[config.mk]
export PLATFORM = sky130hd
export DESIGN_NAME = rvx_front
export DESIGN_NICKNAME = d
export VERILOG_FILES = /design/src/rtl/rvx_pkg.sv /design/src/rtl/rvx_front.sv
export SDC_FILE = /design/constraint.sdc
export NUM_CORES = 1
export LEC_CHECK = 0
export BUFFER_PORTS_ARGS = -buffer_cell sky130_fd_sc_hd__buf_2
export CORE_MARGIN = 2
export CORE_UTILIZATION = 47
export DETAILED_ROUTE_END_ITERATION = 8
export GPL_TIMING_DRIVEN = 0
export PLACE_DENSITY = 0.75
export SETUP_SLACK_MARGIN = 0.2
export SKIP_CTS_REPAIR_TIMING = 1
export SYNTH_ARGS = -nofsm -noshare
export SYNTH_HDL_FRONTEND = slang
export SYNTH_SLANG_ARGS = --single-unit
[constraint.sdc]
create_clock -name clk -period 3.6 [get_ports clk]
set_input_delay 0.72 -clock clk [delete_from_list [all_inputs] [get_ports clk]]
set_output_delay 0.72 -clock clk [all_outputs]
set_load 0.1 [all_outputs]
[src/rtl/rvx_pkg.sv]
`timescale 1ns / 1ps
`default_nettype none

package rvx_pkg;

    localparam int MEM_WORDS = 1024;
    localparam int REG_COUNT = 32;
    localparam int MEM_AW    = $clog2(MEM_WORDS);
    localparam int REG_AW    = $clog2(REG_COUNT);
    localparam int CLR_LEN   = (MEM_WORDS > REG_COUNT) ? MEM_WORDS : REG_COUNT;
    localparam int CLR_W     = $clog2(CLR_LEN);

    localparam logic [2:0] MODE_EXEC = 3'd0;
    localparam logic [2:0] MODE_WREG = 3'd1;
    localparam logic [2:0] MODE_WMEM = 3'd2;
    localparam logic [2:0] MODE_RREG = 3'd3;
    localparam logic [2:0] MODE_RMEM = 3'd4;

    localparam logic [6:0] OPC_IMM   = 7'h13;
    localparam logic [6:0] OPC_LOAD  = 7'h03;
    localparam logic [6:0] OPC_REG   = 7'h33;
    localparam logic [6:0] OPC_STORE = 7'h23;
    localparam logic [6:0] F7_ADD    = 7'h00;
    localparam logic [6:0] F7_SUB    = 7'h20;

    localparam logic [1:0] ST_OK    = 2'd0;
    localparam logic [1:0] ST_UNSUP = 2'd1;
    localparam logic [1:0] ST_RANGE = 2'd2;

    typedef enum logic [3:0] {
        K_NONE,
        K_ADD,
        K_SUB,
        K_ADDI,
        K_LOAD,
        K_STORE,
        K_WREG,
        K_WMEM,
        K_RREG,
        K_RMEM
    } kind_t;

    typedef struct packed {
        logic [2:0]  mode;
        logic [31:0] instruction;
        logic [9:0]  slot;
        logic [31:0] value;
    } req_t;

    typedef struct packed {
        logic [31:0] read_data;
        logic [1:0]  status;
    } rsp_t;

    typedef struct packed {
        kind_t             kind;
        logic [REG_AW-1:0] rs1;
        logic [REG_AW-1:0] rs2;
        logic [REG_AW-1:0] rd;
        logic [31:0]       imm;
        logic [MEM_AW-1:0] maddr;
        logic [1:0]        status;
    } dec_t;

    typedef struct packed {
        logic pop;
        logic clearing;
    } ctl_t;

endpackage

`default_nettype wire

[src/rtl/rvx_front.sv]
`timescale 1ns / 1ps
`default_nettype none

module rvx_front import rvx_pkg::*; (
    input  wire logic clk,
    input  wire logic rst_n,
    input  wire logic req_valid,
    output logic      req_ready,
    input  wire req_t req,
    input  wire ctl_t ctl,
    output logic      head_valid,
    output dec_t      head
);

    dec_t       dec;
    dec_t       q_reg [2];
    logic       wr_ptr_reg;
    logic       rd_ptr_reg;
    logic [1:0] count_reg;
    logic [1:0] count_next;
    logic       push;
    logic [6:0] opc;
    logic [6:0] f7;

    assign opc = req.instruction[6:0];
    assign f7  = req.instruction[31:25];

    always_comb
    begin
        dec.kind   = K_NONE;
        dec.rs1    = req.instruction[19:15];
        dec.rs2    = req.instruction[24:20];
        dec.rd     = req.instruction[11:7];
        dec.imm    = {{20{req.instruction[31]}}, req.instruction[31:20]};
        dec.maddr  = MEM_AW'(req.slot);
        dec.status = ST_OK;
        unique case (req.mode) inside
            MODE_EXEC:
            begin
                unique case (opc)
                    OPC_IMM:   dec.kind = K_ADDI;
                    OPC_LOAD:  dec.kind = K_LOAD;
                    OPC_STORE:
                    begin
                        dec.kind = K_STORE;
                        dec.imm  = {{20{req.instruction[31]}}, req.instruction[31:25],
                                    req.instruction[11:7]};
                    end
                    OPC_REG:
                    begin
                        if (f7 == F7_ADD)
                        begin
                            dec.kind = K_ADD;
                        end
                        else if (f7 == F7_SUB)
                        begin
                            dec.kind = K_SUB;
                        end
                        else
                        begin
                            dec.status = ST_UNSUP;
                        end
                    end
                    default:   dec.status = ST_UNSUP;
                endcase
            end
            MODE_WREG, MODE_RREG:
            begin
                if (32'(req.slot) < 32'(REG_COUNT))
                begin
                    dec.kind = (req.mode == MODE_WREG) ? K_WREG : K_RREG;
                    dec.rd   = REG_AW'(req.slot);
                    dec.rs1  = REG_AW'(req.slot);
                    dec.imm  = req.value;
                end
                else
                begin
                    dec.status = ST_RANGE;
                end
            end
            MODE_WMEM, MODE_RMEM:
            begin
                if (32'(req.slot) < 32'(MEM_WORDS))
                begin
                    dec.kind = (req.mode == MODE_WMEM) ? K_WMEM : K_RMEM;
                    dec.imm  = req.value;
                end
                else
                begin
                    dec.status = ST_RANGE;
                end
            end
            default: dec.status = ST_UNSUP;
        endcase
    end

    assign req_ready  = (count_reg != 2'd2) && !ctl.clearing;
    assign push       = req_valid && req_ready;
    assign head_valid = (count_reg != 2'd0);
    assign head       = q_reg[rd_ptr_reg];

    always_comb
    begin
        count_next = count_reg;
        if (push && !ctl.pop)
        begin
            count_next = count_reg + 2'd1;
        end
        else if (!push && ctl.pop)
        begin
            count_next = count_reg - 2'd1;
        end
    end

    always_ff @(posedge clk or negedge rst_n)
    begin
        if (!rst_n)
        begin
            wr_ptr_reg <= 1'b0;
            rd_ptr_reg <= 1'b0;
            count_reg  <= 2'd0;
        end
        else
        begin
            count_reg <= count_next;
            if (push)
            begin
                wr_ptr_reg <= wr_ptr_reg + 1'b1;
            end
            if (ctl.pop)
            begin
                rd_ptr_reg <= rd_ptr_reg + 1'b1;
            end
        end
    end

    always_ff @(posedge clk)
    begin
        if (push)
        begin
            q_reg[wr_ptr_reg] <= dec;
        end
    end

endmodule

`default_nettype wire

==> run metrics, run 1 <==
CTS tree=yes; Max VDD drop=0.6993 mV; post-synthesis compound-gate area fraction=0.06091; min cycle time layout=3.225 ns; EDFF count, synth=126; Sequential Area=3884 um2; Least-Margin Pin Slew=1.023 ns; initial core utilization=0.4818; drt first pass iters=4; Hold Vio Cnt, Final=0; synth unique cells=38; reg2reg path depth=5; first-pass GRT wire length=17.11 mm; register area share after synthesis=0.7029; CP endpoint=head[59]; drt wl/cell=17.49 um; CP endpoint kind=output pin; share of total power in combinational logic=0.473; CP max stage delay=0.56 ns; worst setup margin=0.3750 ns; P&R area growth vs syn=26.04%; cell area after layout=6964 um2; Tcrit/Tclk final=0.8958; nets=566; P_leak=2.796 nW; dpl cell area=6451 um2; largest family of logic cells by synthesized area=multiplexers; Sw Pwr=3.133 mW; outcome=complete, no violations; layout cells sized above 1=0.5313; Sum Neg Setup Slack=0 ns; fin. max-slew vios=0; synthesized area=5525 um2; Synth Instances=321; synth warn=0; Mapped Nets=404; Max clock buf depth=2; Core Region=11,470 um2; final RePlAce weighted congestion=0.8391; CTS sink cnt=130; crit path from=rd_ptr_reg; CP startpoint kind=flop; Clk pin slew, worst setup/hold paths=0.05 ns; most used cell, CP=clkbuf_1; Via density=5.277; simple-gate share of the synthesized area=0.04438; Clk pwr share=0.228; CP max stage cell=clkbuf_1; number of remaining DRC errors=0; Layout fillers=863; switch share=0.4772; Die X=112.4 um; post-synthesis mux area share=0.1549; CTS Buf Count=17; fraction of synthesized cell area in xor and xnor cells=0.009511; # setup viols final=0; Worst Hold Class=in2async; global route total overflow=0; ys flop type=edfxtp_1; maximum clock rate=310.1 MHz; CP arrival=2.51 ns; vias in the first global route=3,447; RR Startpoint=count_reg[0]; total power per unit cell area=942.6 nW/um2; Reg power frac=0.299; Die ar.=12,640 um2; final HPWL from detailed placement=7.726 mm; Synth Area per Inst=17.21 um2; WL final=11.16 mm; global-route usage over all layers=0.1801; # IOs=147; top cell type's share of synthesized area=0.6848; Max Cap Viol=0; via count=3,367; worst r2r dst=q_reg[0][19]; Design Power=6.564 mW; antenna fix cells=0; DRT antenna net count=0; Die Y=112.4 um; H-tree Lvls=4; Adder-Cell Fraction of Synth Area=0.002264; IO buf count=142; latest clock arrival within the worst-skew pair=0.41 ns; top cells by area, synth=edfxtp_1 68%, mux2_2 13%, a21o_1 2.9%; Initial DRC Count=191; unrepaired setup endpoints after global routing=no; flops & latches, synth=130; multi-input combinational cell area=1519 um2; CP Cell Sequence=clkbuf_1 -> clkbuf_1 -> mux2_2 -> buf_2; WP data required=2.88 ns; Root Buffer=clkbuf_16; area leader, netlist=edfxtp_1; max reg flops=126; reg-to-reg slack, setup=1.36 ns; Clock Skew=0.006359 ns; Async S/R FF share, synth=0.03077; FP Rows=39; Rel. slew slack=0.3165; pre-CTS setup slack=0.7210 ns; antenna violations before repair=0; worst-path maximum fanout=10; Internal Power=3.432 mW; CP Class=reg2out; pin count of the biggest net entering global routing=64
routing by layer:
layer | GRT usage | wire, um | vias to the layer above
met2 | 0.3056 | 5588 | 107
met4 | 0.08211 | 271 | 0
met3 | 0.05076 | 549 | 20
met1 | 0.2142 | 4749 | 1669
li1 | - | - | 1571
met5 | 0 | 0 | -
layout by cell type (no fill, tap or decap), types with 3 or more instances in the layout:
master / netlist / final
xor2_1: 3 / 3
xnor2_1: 3 / 3
dfrtp_1: 4 / 4
clkbuf_16: 0 / 17
mux2_4: 9 / 9
a31oi_1: 3 / 3
buf_2: 0 / 142
clkinv_1: 0 / 3
mux2_2: 64 / 64
clkinv_2: 0 / 5
nand3_1: 7 / 7
and2_1: 5 / 5
nor2_1: 6 / 5
inv_1: 13 / 13
clkbuf_1: 9 / 12
edfxtp_1: 126 / 126
nand2_1: 5 / 5
a21o_1: 21 / 21
a221o_2: 5 / 5
o21ai_0: 8 / 8
buf_6: 3 / 3
buf_4: 3 / 3
final cells by class:
class	count	area share
Timing Repair Buffer	143	0.1049
Multi-Input combinational cell	163	0.2181
Buffer	15	0.01330
Inverter	13	0.007007
Tap cell	143	0.02569
Clock inverter	9	0.009522
Clock buffer	22	0.06378
Sequential cell	130	0.5577
worst min path at each step:
stage,start,endpoint,cells after the start
floorplan,rst_n,count_reg[0],0
global placement,count_reg[1],count_reg[1],1
detailed placement,rst_n,wr_ptr_reg,1
CTS,rst_n,wr_ptr_reg,1
global route,rst_n,wr_ptr_reg,1
finish,rst_n,wr_ptr_reg,1
synthesized netlist by cell type (all sizes together) (4+ instances only):
| cell | number |
|---|---|
| clkbuf | 9 |
| dfrtp | 4 |
| a21o | 21 |
| buf | 6 |
| mux2 | 73 |
| inv | 13 |
| edfxtp | 126 |
| nand2 | 5 |
| a221o | 5 |
| nand3 | 7 |
| nor2 | 6 |
| and2 | 5 |
| o21ai | 9 |
cell families after synthesis:
family	count (synthesis)
flops	130
mux	73
compound gates	45
simple gates	38
buf+inv	28
xor+xnor	6
fa+ha+maj	1
power groups by stage:
stage	Combinational (mW)	Clock, mW	Sequential [mW]
floorplan	2.65	0	1.98
global placement	3.10	0	1.99
detailed placement	3.12	0	1.99
CTS	3.13	1.52	1.97
global route	3.21	1.58	1.98
finish	3.11	1.49	1.96
per-stage QoR:
step	instances	util	hold WS, ns
global placement	606	0.5605	0.4962
CTS	638	0.6071	0.09543
floorplan	321	-	0.4244
finish	638	0.6073	0.1120
global route	638	0.6073	0.1033
detailed placement	607	0.5626	0.5307
worst max-delay path, delay by kind of cell (launching register included):
kind,cells,cell delay (ns)
buf+inv,3,1.35
flops,1,0.32
mux,1,0.42
Power figures use the tool's default switching activity.
==> run 2: changes to the inputs <==
Settings changed: CORE_UTILIZATION 47 to 50, PLACE_DENSITY 0.75 to 0.76.
Clock period 3.6 ns to 4.1 ns, I/O delays scaled along.
==> run 2 against run 1 <==
Combinational power shrank 12%; cell count fell by 0.16%; via count shrank 0.18%; power down 10%; sequential share of layout area is 0.59 points lower; clock-buffer cell count decreased by 3; sequential cell count unchanged.
==> run metrics, run 2 (synthesized netlist as in run 1, its figures left out) <==
via count=3,361 (was 3,367); Die Y=109.1 um (was 112.4 um); antenna violations before repair=0 (unchanged); CP max stage cell=clkbuf_1 (unchanged); unrepaired setup endpoints after global routing=no (unchanged); global route total overflow=0 (unchanged); Via density=5.276 (was 5.277); FP Rows=38 (was 39); most common cell after layout, fill and taps aside=buf_2 (unchanged); CP Cell Sequence=clkbuf_1 -> clkbuf_1 -> mux2_2 -> buf_2 (unchanged); Design Power=5.899 mW (was 6.564 mW); Clk pin slew, worst setup/hold paths=0.06 ns (was 0.05 ns); M1 GR Usage=0.2365 (was 0.2142); nets=567 (was 566); CP max stage delay=0.62 ns (was 0.56 ns); WP data required=3.28 ns (was 2.88 ns); DRT antenna net count=0 (unchanged); Worst Hold Class=in2async (unchanged); layout cells sized above 1=0.5332 (was 0.5313); P_leak=2.815 nW (was 2.796 nW); Core Region=10,790 um2 (was 11,470 um2); Least-Margin Pin Slew=0.9271 ns (was 1.023 ns); Die ar.=11,910 um2 (was 12,640 um2); Max Cap Viol=0 (unchanged); worst-path maximum fanout=10 (unchanged); vias in the first global route=3,432 (was 3,447); GR met2 Demand/Resource=0.3452 (was 0.3056); busiest grt layer=met2 (unchanged); dpl cells=605 (was 607); Sum Neg Setup Slack=0 ns (unchanged); H-tree Lvls=4 (unchanged); CP startpoint kind=flop (unchanged); global-route usage over all layers=0.1996 (was 0.1801); drt first pass iters=4 (unchanged); most used cell, CP=clkbuf_1 (unchanged); Clock Skew=0.005241 ns (was 0.006359 ns); Root Buffer=clkbuf_8 (was clkbuf_16); WL final=11.38 mm (was 11.16 mm); antenna fix cells=0 (unchanged); outcome=complete, no violations (unchanged); IO buf count=142 (unchanged); CTS Buf Count=17 (unchanged); maximum clock rate=285.6 MHz; Post-Layout Cell Count=637 (was 638); CP endpoint kind=output pin (unchanged); Initial DRC Count=127 (was 191); drt wl/cell=17.87 um (was 17.49 um); number of remaining DRC errors=0 (unchanged); Max clock buf depth=2 (unchanged); fin. max-slew vios=0 (unchanged); CP Class=reg2out (unchanged); pin count of the biggest net entering global routing=64 (unchanged); M3 GR Usage=0.04961 (was 0.05076); commonest non-fill, non-tap cells in the layout=142 x buf_2, 126 x edfxtp_1, 64 x mux2_2, 21 x a21o_1, 16 x clkbuf_16 (was 142 x buf_2, 126 x edfxtp_1, 64 x mux2_2, 21 x a21o_1, 17 x clkbuf_16); dpl cell area=6475 um2 (was 6451 um2); initial core utilization=0.5119 (was 0.4818); max reg flops=126 (unchanged); total power per unit cell area=838.0 nW/um2 (was 942.6 nW/um2); final RePlAce weighted congestion=0.8156 (was 0.8391); CTS tree=yes (unchanged); Hold Vio Cnt, Final=0 (unchanged); first-pass GRT wire length=17.20 mm (was 17.11 mm); min cycle time layout=3.502 ns; Layout fillers=800 (was 863); # setup viols final=0 (unchanged); P&R area growth vs syn=27.40% (was 26.04%); Die X=109.1 um (was 112.4 um); Max VDD drop=0.4748 mV (was 0.6993 mV); cell area after layout=7039 um2 (was 6964 um2); final HPWL from detailed placement=7.887 mm (was 7.726 mm); latest clock arrival within the worst-skew pair=0.52 ns (was 0.41 ns); Tcrit/Tclk final=0.8540; CP arrival=2.68 ns (was 2.51 ns); CTS sink cnt=130 (unchanged); Rel. slew slack=0.3819 (was 0.3165); # IOs=147 (unchanged)
## run 2: cell count changes in the layout (fill, tap and decap cells not counted), moves of 2 or more
cell,change
bufinv_16,+2
clkbuf_2,-2
clkinv_2,-2
clkinvlp_4,+3
## run 2: path summary, 6_finish.rpt
path	start	endpoint	slack, ns	depth (start not counted)
max	rd_ptr_reg	head[59]	0.60	4
min	rst_n	count_reg[1]	0.10	1
max reg2reg	count_reg[0]	q_reg[0][50]	1.94	6
min reg2reg	count_reg[1]	count_reg[1]	0.51	1
max in group asynchronous	rst_n	rd_ptr_reg	3.88	1
min in group clk	req[41]	q_reg[1][11]	0.51	1
## run 2: through the flow
stage,setup WS [ns],hold WS (ns),utilization
5_1_grt,0.4740,0.08869,0.6522
4_1_cts,0.5340,0.07885,0.6522
6_report,0.5985,0.1016,0.6522
3_5_place_dp,1.098,0.4960,0.5999
2_1_floorplan,0.6947,0.4774,-
3_3_place_gp,1.012,0.4922,0.5952
## run 2: metal layers
metal / routed length (um) / part of all wire
met5: 0 / 0
met4: 207 / 0.018
met3: 542 / 0.048
met2: 6030 / 0.53
met1: 4600 / 0.40
## run 2: area by class of cell
type / count / area (um2) / share of cell area
timing repair buffer: 144 / 758.2 / 0.1077
sequential: 130 / 3884 / 0.5517
inverter: 13 / 48.80 / 0.006932
buffer: 15 / 90.09 / 0.01280
multi-input combinational: 163 / 1519 / 0.2158
clock inverter: 13 / 142.6 / 0.02026
clock buffer: 19 / 421.7 / 0.05990
tap: 140 / 175.2 / 0.02488
## run 2: report_power, final
part,internal (mW),switching (mW)
Combinational,0.530,2.21
Clock,0.912,0.520
Sequential,1.67,0.0509
## run 2: worst max-delay path: cells and delay by family, from the launching register on
family	cells	cell delay (ns)
buffers and inverters	3	1.53
multiplexers	1	0.31
flip-flops	1	0.32
==> run 3: changes to the inputs <==
Settings changed: RECOVER_POWER set to 25.
==> run 3 against run 2 <==
The run now ends with capacitance limit, slew limit left; core utilization shrank 0.78 points; clock-buffer cell count unchanged; combinational power hardly changed; sequential share of layout area grew 0.66 points; critical path depth unchanged; sequential power about the same; setup slack got worse by 0.0026 ns; via count down 0.39%; sequential cell count stayed put; power decreased by 0.24%; cell count unchanged.
==> run metrics, run 3 (synthesized netlist as in run 1, its figures left out) <==
WL final=11.40 mm (was 11.38 mm); worst-path maximum fanout=10 (unchanged); drt first pass iters=4 (unchanged); WP buf/inv=3 (unchanged); Max VDD drop=0.4583 mV (was 0.4748 mV); Die ar.=11,910 um2 (unchanged); vias in the first global route=3,432 (unchanged); latest clock arrival within the worst-skew pair=0.52 ns (about the same); Worst Hold Class=in2async (unchanged); CTS tree=yes (unchanged); CP arrival=2.68 ns (about the same); reg-to-reg slack, setup=0.99 ns (was 1.94 ns); CP Cell Sequence=clkbuf_1 -> clkbuf_1 -> mux2_2 -> buf_2 (unchanged); Hold Vio Cnt, Final=0 (unchanged); Sequential Area=3884 um2 (unchanged); Layout fillers=828 (was 800); RR Startpoint=count_reg[0] (unchanged); # IOs=147 (unchanged); violated checks=capacitance limit, slew limit; CP endpoint kind=output pin (unchanged); first-pass GRT wire length=17.20 mm (unchanged); antenna violations before repair=0 (unchanged); Rel. slew slack=-0.3287 (was 0.3819); Die Y=109.1 um (unchanged); nets=567 (unchanged); # setup viols final=0 (unchanged); FP Rows=38 (unchanged); Least-Margin Pin Slew=1.986 ns (was 0.9271 ns); initial core utilization=0.5119 (unchanged); pin count of the biggest net entering global routing=64 (unchanged); Max clock buf depth=2 (unchanged); global route total overflow=0 (unchanged); CTS Buf Count=17 (unchanged); Crit path max-delay family=buffers and inverters (unchanged); CP startpoint kind=flop (unchanged); most used cell, CP=clkbuf_1 (unchanged); number of remaining DRC errors=0 (unchanged); drt wl/cell=17.89 um (was 17.87 um); IO buf count=142 (unchanged); Core Region=10,790 um2 (unchanged); P_leak=2.727 nW (was 2.815 nW); CP Class=reg2out (unchanged); WHS=0.1275 ns (was 0.1016 ns); Tcrit/Tclk final=0.8547 (was 0.8540); Max Cap Viol=1 (was 0); global-route usage over all layers=0.1996 (unchanged); most common cell after layout, fill and taps aside=edfxtp_1 (was buf_2); Die X=109.1 um (unchanged); CTS sink cnt=130 (unchanged); outcome=finished, violations left (was complete, no violations); Initial DRC Count=125 (was 127); crit path from=rd_ptr_reg (unchanged); fin. max-slew vios=22 (was 0); Sum Neg Setup Slack=0 ns (unchanged); Via density=5.256 (was 5.276); DRT antenna net count=0 (unchanged); dpl cells=605 (unchanged); Levels on crit path=4 (unchanged); Root Buffer=clkbuf_8 (unchanged); min cycle time layout=3.504 ns (was 3.502 ns); layout cells sized above 1=0.4708 (was 0.5332); max reg flops=126 (unchanged); unrepaired setup endpoints after global routing=no (unchanged); P&R area growth vs syn=25.88% (was 27.40%); Clk pin slew, worst setup/hold paths=0.05 ns (was 0.06 ns); total power per unit cell area=846.0 nW/um2 (was 838.0 nW/um2); worst r2r dst=q_reg[0][17] (was q_reg[0][50]); H-tree Lvls=4 (unchanged); CP endpoint=head[59] (unchanged); Post-Layout Cell Count=637 (unchanged); WP data required=3.28 ns (about the same); worst setup margin=0.5959 ns (was 0.5985 ns); multi-input combinational cell area=1464 um2 (was 1519 um2); via count=3,348 (was 3,361); antenna fix cells=0 (unchanged); CP max stage cell=clkbuf_1 (unchanged); CP max stage delay=0.62 ns (about the same); final HPWL from detailed placement=7.887 mm (unchanged); Clock Skew=0.006257 ns (was 0.005241 ns); maximum clock rate=285.4 MHz (was 285.6 MHz); commonest non-fill, non-tap cells in the layout=126 x edfxtp_1, 125 x buf_2, 64 x mux2_2, 29 x clkbuf_1, 21 x a21o_1 (was 142 x buf_2, 126 x edfxtp_1, 64 x mux2_2, 21 x a21o_1, 16 x clkbuf_16); pre-CTS setup slack=1.098 ns (unchanged); final RePlAce weighted congestion=0.8156 (unchanged); reg2reg path depth=6 (unchanged)
[run 3: final cells by class]
cell class	count	area share
Clock inverter	13	0.02051
Timing Repair Buffer	144	0.1060
Buffer	15	0.01187
Multi-Input combinational cell	163	0.2105
Tap cell	140	0.02518
Clock buffer	19	0.06062
Sequential cell	130	0.5584
Inverter	13	0.007016
[run 3: metrics by stage]
step	utilization	power, mW	cell area, um2
global placement	0.5952	4.466	6424
finish	0.6444	5.885	6955
global route	0.6444	6.075	6955
detailed placement	0.5999	4.512	6475
CTS	0.6522	5.943	7039
floorplan	-	4.065	5538
[run 3: worst min-delay path by stage]
stage / to / slack, ns
floorplan: count_reg[1] / 0.48
global placement: count_reg[1] / 0.49
detailed placement: count_reg[1] / 0.50
CTS: count_reg[1] / 0.08
global route: count_reg[1] / 0.14
finish: count_reg[1] / 0.13
[run 3: worst register-to-register path, delay by kind of cell (launching register included)]
| family | cells | cell delay, ns |
|---|---|---|
| AND/OR/NAND/NOR | 2 | 1.64 |
| buffers and inverters | 3 | 0.54 |
| flip-flops | 1 | 0.41 |
| AO/OA/AOI/OAI | 1 | 0.21 |
[run 3: per-layer routing]
layer	global-route usage	vias up	wire, um
li1	-	1571	-
met1	0.2365	1649	4587
met2	0.3452	107	6000
met3	0.04961	21	577
met4	0.08608	0	233
met5	0	-	0
[run 3: power by group]
group          leakage, nW  switching, mW  internal, mW  total (mW)
clock                0.268          0.520         0.912        1.43
sequential            1.20         0.0479          1.67        1.72
combinational         1.26           2.21         0.523        2.73
total                 2.73           2.78          3.11        5.88
